$ cat src/design/paa_pkg.sv
package paa_pkg;

    localparam int CFG_W   = 9;
    localparam int LABEL_W = 8;

    localparam logic [CFG_W-1:0] GROUP_SIZE_RESET = 9'd4;

    // Sideband that rides with a closed group to its result.
    typedef struct packed {
        logic               last;
        logic [LABEL_W-1:0] label;
    } paa_tag_t;

    typedef enum logic [1:0] {
        BK_IDLE,
        BK_DIV,
        BK_DONE
    } paa_back_state_t;

endpackage

$ cat src/design/paa_group_average_unit.sv
// Group averager for six-channel motion samples (piecewise aggregate approximation).
// Input stream s_*: one sample per request; tdata holds the six Q4.11 channels,
// tuser the activity label, tlast the end-of-sequence mark.
// Output stream m_*: one request per closed group; tdata holds the six averages
// (sum / samples in group, truncated toward zero), tuser the label of the closing
// sample, tlast set when that sample ended the sequence.
// cfg_valid/cfg_data write group_size (0 acts as 1, above GROUP_MAX saturates);
// write it only while the block is idle.
// The front accumulates one sample per cycle while the queue has room and hands
// each closed group to a two-entry queue; the back divides all six channels in
// parallel over SUM_W-bit sums (SUM_W = SAMPLE_BITS + log2 GROUP_MAX), two quotient bits per cycle.
// m_tvalid rises once the group has passed the queue, the divider and the output
// register. The back takes a new group from the queue only once the last result
// has been loaded into the output register.
// When the receiver stalls the result holds in the output register, the back
// waits, and s_tready drops once both queue slots are taken.
// Reset clears the sums, the sample count and the queue, and sets group_size to 4.
module paa_group_average_unit #(
    parameter int CHANNELS    = 6,
    parameter int GROUP_MAX   = 256,
    parameter int SAMPLE_BITS = 16,
    localparam int TDATA_W    = ((CHANNELS * SAMPLE_BITS + 7) / 8) * 8
) (
    input  logic                           clk,
    input  logic                           rst_n,
    input  logic                           s_tvalid,
    output logic                           s_tready,
    input  logic [TDATA_W-1:0]             s_tdata,   // acc_x, acc_y, acc_z, gyro_x, gyro_y, gyro_z
    input  logic [paa_pkg::LABEL_W-1:0]    s_tuser,   // action_label
    input  logic                           s_tlast,   // end_of_sequence
    output logic                           m_tvalid,
    input  logic                           m_tready,
    output logic [TDATA_W-1:0]             m_tdata,   // avg_acc_x .. avg_gyro_z
    output logic [paa_pkg::LABEL_W-1:0]    m_tuser,   // label_out
    output logic                           m_tlast,   // last_of_sequence
    input  logic                           cfg_valid,
    output logic                           cfg_ready,
    input  logic [paa_pkg::CFG_W-1:0]      cfg_data
);
    import paa_pkg::*;

    localparam int SUM_W   = SAMPLE_BITS + $clog2(GROUP_MAX);
    localparam int CNT_W   = $clog2(GROUP_MAX + 1);
    localparam int SUMS_W  = CHANNELS * SUM_W;
    localparam int ENTRY_W = SUMS_W + CNT_W + $bits(paa_tag_t);

    logic [CFG_W-1:0]   group_size_reg;
    logic               accept;
    paa_tag_t           tag_in;
    logic               push;
    logic [SUMS_W-1:0]  push_sums;
    logic [CNT_W-1:0]   push_count;
    paa_tag_t           push_tag;
    logic               q_full;
    logic               q_valid;
    logic               q_pop;
    logic [ENTRY_W-1:0] q_head;
    logic [CHANNELS*SAMPLE_BITS-1:0] m_avgs;
    paa_tag_t           m_tag;

    assign cfg_ready = 1'b1;

    always_ff @(posedge clk or negedge rst_n)
    begin
        if (!rst_n)
        begin
            group_size_reg <= GROUP_SIZE_RESET;
        end
        else if (cfg_valid)
        begin
            group_size_reg <= cfg_data;
        end
    end

    assign s_tready     = !q_full;
    assign accept       = s_tvalid && !q_full;
    assign tag_in.last  = s_tlast;
    assign tag_in.label = s_tuser;

    paa_front #(
        .CHANNELS    (CHANNELS),
        .GROUP_MAX   (GROUP_MAX),
        .SAMPLE_BITS (SAMPLE_BITS)
    ) u_front (
        .clk        (clk),
        .rst_n      (rst_n),
        .group_size (group_size_reg),
        .accept     (accept),
        .samples    (s_tdata[CHANNELS*SAMPLE_BITS-1:0]),
        .tag_in     (tag_in),
        .push       (push),
        .push_sums  (push_sums),
        .push_count (push_count),
        .push_tag   (push_tag)
    );

    paa_queue #(
        .WIDTH (ENTRY_W)
    ) u_queue (
        .clk       (clk),
        .rst_n     (rst_n),
        .push      (push),
        .push_data ({push_tag, push_count, push_sums}),
        .full      (q_full),
        .pop       (q_pop),
        .valid     (q_valid),
        .head      (q_head)
    );

    paa_back #(
        .CHANNELS    (CHANNELS),
        .GROUP_MAX   (GROUP_MAX),
        .SAMPLE_BITS (SAMPLE_BITS)
    ) u_back (
        .clk      (clk),
        .rst_n    (rst_n),
        .q_valid  (q_valid),
        .q_sums   (q_head[SUMS_W-1:0]),
        .q_count  (q_head[SUMS_W +: CNT_W]),
        .q_tag    (q_head[ENTRY_W-1 -: $bits(paa_tag_t)]),
        .q_pop    (q_pop),
        .m_tvalid (m_tvalid),
        .m_tready (m_tready),
        .m_avgs   (m_avgs),
        .m_tag    (m_tag)
    );

    assign m_tdata = TDATA_W'(m_avgs);
    assign m_tuser = m_tag.label;
    assign m_tlast = m_tag.last;

endmodule

$ cat src/design/paa_front.sv
module paa_front #(
    parameter int CHANNELS    = 6,
    parameter int GROUP_MAX   = 256,
    parameter int SAMPLE_BITS = 16,
    localparam int SUM_W      = SAMPLE_BITS + $clog2(GROUP_MAX),
    localparam int CNT_W      = $clog2(GROUP_MAX + 1)
) (
    input  logic                               clk,
    input  logic                               rst_n,
    input  logic [paa_pkg::CFG_W-1:0]          group_size,
    input  logic                               accept,
    input  logic [CHANNELS*SAMPLE_BITS-1:0]    samples,
    input  paa_pkg::paa_tag_t                  tag_in,
    output logic                               push,
    output logic [CHANNELS*SUM_W-1:0]          push_sums,
    output logic [CNT_W-1:0]                   push_count,
    output paa_pkg::paa_tag_t                  push_tag
);
    import paa_pkg::*;

    localparam int CMP_W = (CNT_W > CFG_W) ? CNT_W : CFG_W;

    logic [SUM_W-1:0] sum_reg  [CHANNELS];
    logic [SUM_W-1:0] sum_next [CHANNELS];
    logic [CNT_W-1:0] cnt_reg;
    logic [CMP_W-1:0] size_ext;
    logic [CMP_W-1:0] size_eff;
    logic [CMP_W-1:0] cnt_inc;
    logic             close;

    always_comb
    begin
        size_ext = CMP_W'(group_size);
        if (size_ext == '0)
        begin
            size_eff = CMP_W'(1);
        end
        else if (size_ext > CMP_W'(GROUP_MAX))
        begin
            size_eff = CMP_W'(GROUP_MAX);
        end
        else
        begin
            size_eff = size_ext;
        end
    end

    assign cnt_inc = CMP_W'(cnt_reg) + CMP_W'(1);
    assign close   = (cnt_inc >= size_eff) || tag_in.last;

    for (genvar c = 0; c < CHANNELS; c++)
    begin : g_lane
        logic [SAMPLE_BITS-1:0] s;
        assign s           = samples[c*SAMPLE_BITS +: SAMPLE_BITS];
        assign sum_next[c] = sum_reg[c]
                           + {{(SUM_W-SAMPLE_BITS){s[SAMPLE_BITS-1]}}, s};
        assign push_sums[c*SUM_W +: SUM_W] = sum_next[c];

        always_ff @(posedge clk or negedge rst_n)
        begin
            if (!rst_n)
            begin
                sum_reg[c] <= '0;
            end
            else if (accept)
            begin
                sum_reg[c] <= close ? '0 : sum_next[c];
            end
        end
    end

    assign push       = accept && close;
    assign push_count = CNT_W'(cnt_inc);
    assign push_tag   = tag_in;

    always_ff @(posedge clk or negedge rst_n)
    begin
        if (!rst_n)
        begin
            cnt_reg <= '0;
        end
        else if (accept)
        begin
            cnt_reg <= close ? '0 : CNT_W'(cnt_inc);
        end
    end

endmodule

$ cat src/design/paa_queue.sv
module paa_queue #(
    parameter int WIDTH = 8
) (
    input  logic             clk,
    input  logic             rst_n,
    input  logic             push,
    input  logic [WIDTH-1:0] push_data,
    output logic             full,
    input  logic             pop,
    output logic             valid,
    output logic [WIDTH-1:0] head
);
    logic [WIDTH-1:0] slot_reg [2];
    logic             wr_ptr_reg;
    logic             rd_ptr_reg;
    logic [1:0]       fill_reg;

    assign full  = (fill_reg == 2'd2);
    assign valid = (fill_reg != 2'd0);
    assign head  = slot_reg[rd_ptr_reg];

    always_ff @(posedge clk)
    begin
        if (push)
        begin
            slot_reg[wr_ptr_reg] <= push_data;
        end
    end

    always_ff @(posedge clk or negedge rst_n)
    begin
        if (!rst_n)
        begin
            wr_ptr_reg <= 1'b0;
            rd_ptr_reg <= 1'b0;
            fill_reg   <= 2'd0;
        end
        else
        begin
            if (push)
            begin
                wr_ptr_reg <= !wr_ptr_reg;
            end
            if (pop)
            begin
                rd_ptr_reg <= !rd_ptr_reg;
            end
            if (push && !pop)
            begin
                fill_reg <= fill_reg + 2'd1;
            end
            else if (pop && !push)
            begin
                fill_reg <= fill_reg - 2'd1;
            end
        end
    end

endmodule

$ cat src/design/paa_back.sv
module paa_back #(
    parameter int CHANNELS    = 6,
    parameter int GROUP_MAX   = 256,
    parameter int SAMPLE_BITS = 16,
    localparam int SUM_W      = SAMPLE_BITS + $clog2(GROUP_MAX),
    localparam int CNT_W      = $clog2(GROUP_MAX + 1)
) (
    input  logic                             clk,
    input  logic                             rst_n,
    input  logic                             q_valid,
    input  logic [CHANNELS*SUM_W-1:0]        q_sums,
    input  logic [CNT_W-1:0]                 q_count,
    input  paa_pkg::paa_tag_t                q_tag,
    output logic                             q_pop,
    output logic                             m_tvalid,
    input  logic                             m_tready,
    output logic [CHANNELS*SAMPLE_BITS-1:0]  m_avgs,
    output paa_pkg::paa_tag_t                m_tag
);
    import paa_pkg::*;

    localparam int DIV_W  = ((SUM_W + 1) / 2) * 2;
    localparam int STEPS  = DIV_W / 2;
    localparam int STEP_W = $clog2(STEPS + 1);

    paa_back_state_t state_reg;
    paa_back_state_t state_next;
    logic            div_run;
    logic            out_load;

    logic [STEP_W-1:0] step_reg;
    logic [CNT_W-1:0]  div_reg;
    paa_tag_t          tag_reg;
    logic              m_tvalid_reg;
    logic [CHANNELS*SAMPLE_BITS-1:0] avg_reg;
    paa_tag_t          m_tag_reg;

    logic [DIV_W-1:0]  dq_reg  [CHANNELS];
    logic [CNT_W-1:0]  rem_reg [CHANNELS];
    logic              neg_reg [CHANNELS];
    logic [CHANNELS*SAMPLE_BITS-1:0] quot;

    always_comb
    begin
        state_next = state_reg;
        case (state_reg)
            BK_IDLE:
            begin
                if (q_valid)
                begin
                    state_next = BK_DIV;
                end
            end
            BK_DIV:
            begin
                if (step_reg == STEP_W'(1))
                begin
                    state_next = BK_DONE;
                end
            end
            BK_DONE:
            begin
                if (!m_tvalid_reg || m_tready)
                begin
                    state_next = BK_IDLE;
                end
            end
            default:
            begin
                state_next = BK_IDLE;
            end
        endcase
    end

    always_comb
    begin
        q_pop    = 1'b0;
        div_run  = 1'b0;
        out_load = 1'b0;
        case (state_reg)
            BK_IDLE:
            begin
                q_pop = q_valid;
            end
            BK_DIV:
            begin
                div_run = 1'b1;
            end
            BK_DONE:
            begin
                out_load = !m_tvalid_reg || m_tready;
            end
            default:
            begin
                q_pop = 1'b0;
            end
        endcase
    end

    always_ff @(posedge clk or negedge rst_n)
    begin
        if (!rst_n)
        begin
            state_reg <= BK_IDLE;
            step_reg  <= '0;
        end
        else
        begin
            state_reg <= state_next;
            if (q_pop)
            begin
                step_reg <= STEP_W'(STEPS);
            end
            else if (div_run)
            begin
                step_reg <= step_reg - STEP_W'(1);
            end
        end
    end

    always_ff @(posedge clk)
    begin
        if (q_pop)
        begin
            div_reg <= q_count;
            tag_reg <= q_tag;
        end
    end

    // Restoring divide of the magnitudes, two quotient bits per cycle.
    for (genvar c = 0; c < CHANNELS; c++)
    begin : g_lane
        logic [SUM_W-1:0] sum;
        logic [SUM_W-1:0] mag;
        logic [DIV_W-1:0] dq_step;
        logic [CNT_W-1:0] rem_step;
        logic [DIV_W-1:0] q_signed;

        assign sum = q_sums[c*SUM_W +: SUM_W];
        assign mag = sum[SUM_W-1] ? (~sum + SUM_W'(1)) : sum;

        always_comb
        begin
            logic [CNT_W:0] shifted;
            dq_step  = dq_reg[c];
            rem_step = rem_reg[c];
            for (int k = 0; k < 2; k++)
            begin
                shifted = {rem_step, dq_step[DIV_W-1]};
                if (shifted >= {1'b0, div_reg})
                begin
                    rem_step = CNT_W'(shifted - {1'b0, div_reg});
                    dq_step  = {dq_step[DIV_W-2:0], 1'b1};
                end
                else
                begin
                    rem_step = shifted[CNT_W-1:0];
                    dq_step  = {dq_step[DIV_W-2:0], 1'b0};
                end
            end
        end

        always_ff @(posedge clk)
        begin
            if (q_pop)
            begin
                dq_reg[c]  <= DIV_W'(mag);
                rem_reg[c] <= '0;
                neg_reg[c] <= sum[SUM_W-1];
            end
            else if (div_run)
            begin
                dq_reg[c]  <= dq_step;
                rem_reg[c] <= rem_step;
            end
        end

        assign q_signed = neg_reg[c] ? (~dq_reg[c] + DIV_W'(1)) : dq_reg[c];
        assign quot[c*SAMPLE_BITS +: SAMPLE_BITS] = q_signed[SAMPLE_BITS-1:0];
    end

    always_ff @(posedge clk or negedge rst_n)
    begin
        if (!rst_n)
        begin
            m_tvalid_reg <= 1'b0;
        end
        else if (out_load)
        begin
            m_tvalid_reg <= 1'b1;
        end
        else if (m_tready)
        begin
            m_tvalid_reg <= 1'b0;
        end
    end

    always_ff @(posedge clk)
    begin
        if (out_load)
        begin
            avg_reg   <= quot;
            m_tag_reg <= tag_reg;
        end
    end

    assign m_tvalid = m_tvalid_reg;
    assign m_avgs   = avg_reg;
    assign m_tag    = m_tag_reg;

    a_step_live: assert property (@(posedge clk) disable iff (!rst_n)
        state_reg == BK_DIV |-> step_reg != '0)
        else $error("divider running with no steps left");

    a_div_nonzero: assert property (@(posedge clk) disable iff (!rst_n)
        state_reg == BK_DIV |-> div_reg != '0)
        else $error("group divided by a zero count");

    a_pop_starts: assert property (@(posedge clk) disable iff (!rst_n)
        q_pop |=> state_reg == BK_DIV)
        else $error("popped group did not start dividing");

    a_div_ends: assert property (@(posedge clk) disable iff (!rst_n)
        (state_reg == BK_DIV && step_reg == STEP_W'(1)) |=> state_reg == BK_DONE)
        else $error("divider overran its last step");

endmodule
$ cat config.mk
export PLATFORM = sky130hd
export DESIGN_NAME = paa_group_average_unit
export DESIGN_NICKNAME = d
export VERILOG_FILES = /design/src/design/paa_pkg.sv /design/src/design/paa_group_average_unit.sv /design/src/design/paa_front.sv /design/src/design/paa_queue.sv /design/src/design/paa_back.sv
export SDC_FILE = /design/constraint.sdc
export NUM_CORES = 2
export LEC_CHECK = 0
export ABC_AREA = 1
export BUFFER_PORTS_ARGS = -buffer_cell sky130_fd_sc_hd__buf_2
export CORE_UTILIZATION = 54
export DETAILED_ROUTE_END_ITERATION = 8
export HOLD_SLACK_MARGIN = 0.02
export PLACE_DENSITY_LB_ADDON = 0.05
export SETUP_SLACK_MARGIN = 0.05
export SLEW_MARGIN = 20
export SYNTH_ARGS = -nofsm -noshare
export SYNTH_HDL_FRONTEND = slang
export SYNTH_SLANG_ARGS = --single-unit
$ cat constraint.sdc
create_clock -name clk -period 9.4 [get_ports clk]
set_input_delay 1.88 -clock clk [delete_from_list [all_inputs] [get_ports clk]]
set_output_delay 1.88 -clock clk [all_outputs]
set_load 0.02 [all_outputs]
==> summary.txt <==
Min path
  • Hold EP: u_back.m_tag[4]
  • Min-delay worst type: register to register
  • Hold Path Stages: 0
  • Min-delay src: u_back.tag_reg[4]

Clock tree
  • Num CTS Buffers: 90
  • Clk slew on worst S/H paths: approximately 0.060 ns
  • Post-cts resize count: 0
  • Hold-fix buffers, CTS: 0
  • Clock tree buffer depth: 3
  • Clock Tree Root: clkbuf_16
  • CTS tree: yes
  • Setup Buffers After CTS: 0
  • CTS Sinks: between 800 and 900
  • H-tree Lvls: 3
  • Worst-Skew Late Latency: between 0.6 and 0.7 ns

Synthesis
  • Sequential element share of the synthesized area: around 46%
  • Synth top area share: 37.41%
  • Synth warn: 0
  • Synthesized Nets: a little under 7000
  • Number of synthesized flops with an enable pin: ~650
  • Top_reg_cell synth: edfxtp_1
  • Cells after synthesis: 6469
  • Netlist Area Pre-Place: approximately 52000 sq um
  • Synth unique cells: 57
  • Mean post-synth cell area: approximately 8.1 sq um
  • Synth area leader: edfxtp_1
  • Fraction of registers with async set/reset: 21.00%
  • #FFs+latches synth: roughly 800
  • Synth top area cells: edfxtp_1 (37%), nand2_1 (16%), dfrtp_1 (8.2%)

Placed design
  • Cells after DPL: 7831
  • Placed cell area: between 50000 and 60000 sq um
  • GPL Wtd Cong: between 0.9 and 1
  • Port Buf Inserts: 225
  • Detailed Place HPWL: 104000 um
  • Placement Setup Slack: 4.251 ns

Worst setup path
  • Endpoint class of the critical path: register
  • CP Launch Type: register
  • Worst Reg-to-Reg Cells: 18
  • R2r setup slk: about 4.2 ns
  • Reg2reg start: u_back.div_reg[0]
  • CP Class: register to register
  • Worst r2r dst: u_back.dq_reg[0][0]
  • CP Data Required Time: between 9 and 10 ns
  • Critical path data arrival time: 5.56 ns
  • Crit path max fanout: 14

Global route
  • Largest net degree at the start of global routing: 177
  • Vias in the first global route: approximately 40000
  • Initial antenna violation count: 8
  • Grt ovf: 0
  • Met3 usage: 4.320%
  • Met1 GRT Util: about 45%
  • GRT Util Overall: roughly 29%
  • Grt peak-use layer: met1
  • Met2 usage: about 40%
  • First-pass GRT wire length: roughly 220000 um

Route
  • Post-route ant nets: 0
  • WL per Instance: approximately 18 um
  • Drt first pass iters: 6
  • Detailed Route WL: 141000 um
  • Vias: around 44000
  • Starting DRC count in detailed routing: roughly 4100
  • # DRC: 0
  • Vias per cell: 5.442

STA
  • # setup viols final: 0
  • Worst-Margin Slew: between 1 and 1.5 ns
  • Setup WS post-layout: 4.234 ns
  • Final Max Slew Viols: 0
  • Fin. Hold Viols: 0
  • Final Skew: ~0.028 ns
  • Max frequency: a little under 200 MHz
  • Fin Hold WS: approximately 0.42 ns
  • Setup_tns: 0 ns
  • RSZ-0062 raised after global routing: false
  • Final min period: between 5 and 6 ns
  • Rel. slew slack: between 20% and 30%
  • Final cycle utilization of the critical path: a little over half

Pwr
  • Total chip power: roughly 23 mW
  • Max rail drop VDD: approximately 0.00023 V
  • Pleak: roughly 27 nW
  • Power per Cell Area: between 400 and 500 nW/um^2

Run status
  • Status: finished, final reports clean

Floorplan
  • Row count: between 100 and 150
  • Die X: about 310 um
  • # IOs: approximately 230
  • Starting Density: ~55%
  • Die H: 313.1 um
  • Core Area: around 95000 sq um
  • Die area: about 98000 sq um

Layout
  • Max FFs per register: approximately 320
  • Area Growth Syn to Fin: 10.12%
  • Fin util: approximately 60%
  • Share of post-route cells with drive strength above 1: 7.882%
  • Most common cell after layout, fill and taps aside: nand2_1
  • Final instance area: between 50000 and 60000 sq um
  • Post-Layout Cell Count: ~8000
  • # nets final: about 7000
  • Commonest cells after routing, fill and taps aside: nand2_1 (2199), inv_1 (669), edfxtp_1 (651)
  • Fillers: ~8700

Run
  • MaxCap Viol Count: 0
## layer usage
layer  part of all wire, %  up-vias  routed length (um)
li1                      -    21720                   -
met1                    49    20270               69250
met2                    41     1377               58170
met3                   7.4      181               10440
met4                   2.2        0                3133
met5                     0        -                   0
## power by group
part	switching [mW]	internal, mW	total (mW)
Clock	1.54	2.18	3.71
Combinational	8.81	4.17	13.0
Sequential	0.730	5.99	6.72
## synthesized netlist by cell type (63+ instances only)
master / instances
a21oi_1: 259
clkbuf_1: 63
dfrtp_1: 172
edfxtp_1: 651
ha_1: 271
inv_1: 670
nand2_1: 2202
nand3_1: 430
nand4_1: 126
nor2_1: 494
o21ai_0: 259
o21ai_1: 73
xnor2_1: 83
xor2_1: 216
## how the worst max path moves through the flow
stage	start	to	slack [ns]
2_1_floorplan	s_tvalid	u_queue.slot_reg[1][0]	2.40
3_3_place_gp	s_tvalid	u_front.sum_reg[47]	4.33
3_5_place_dp	s_tvalid	u_front.sum_reg[71]	4.25
4_1_cts	u_back.div_reg[0]	u_back.dq_reg[0][0]	4.29
5_1_grt	u_back.div_reg[0]	u_back.dq_reg[0][0]	3.87
6_report	u_back.div_reg[0]	u_back.dq_reg[0][0]	4.23
## worst max-delay path: stages, from the launching register on
cell,delay [ns]
edfxtp_1,0.87
ha_1,0.28
inv_1,0.07
fa_1,0.43
nand3_1,0.11
nand2_1,0.09
nand2_1,0.10
nand2_1,0.13
inv_1,0.30
o21ai_0,0.24
fa_1,0.48
nand3_1,0.11
nand3_1,0.12
nand2_1,0.08
nand3_1,0.10
a21boi_0,0.23
nand3_1,0.50
nor2_1,0.55
a21oi_1,0.07
## area by class of cell
cell class	count	area (sq um)	share of cell area, %
Clock buffer	107	2407	4.184
Tap cell	1265	1583	2.751
Multi-Input combinational cell	4808	25000	43.46
Inverter	681	2566	4.460
Clock inverter	62	699.4	1.216
Timing Repair Buffer	255	1393	2.420
Antenna cell	1	2.502	0.004349
Sequential cell	824	23880	41.51
## logic make-up after synthesis
kind of cell / Yosys count / share of synthesized area, %
buffers and inverters: 837 / 6.537
DFF: 824 / 45.70
xor gates and xnor gates: 299 / 5.012
other: 1 / 0.007177
AOI/OAI and AO/OA: 714 / 7.428
adders and majority gates: 289 / 7.179
muxes: 6 / 0.1293
and+or+nand+nor: 3499 / 28.01
(Power assumes the default switching activity.)
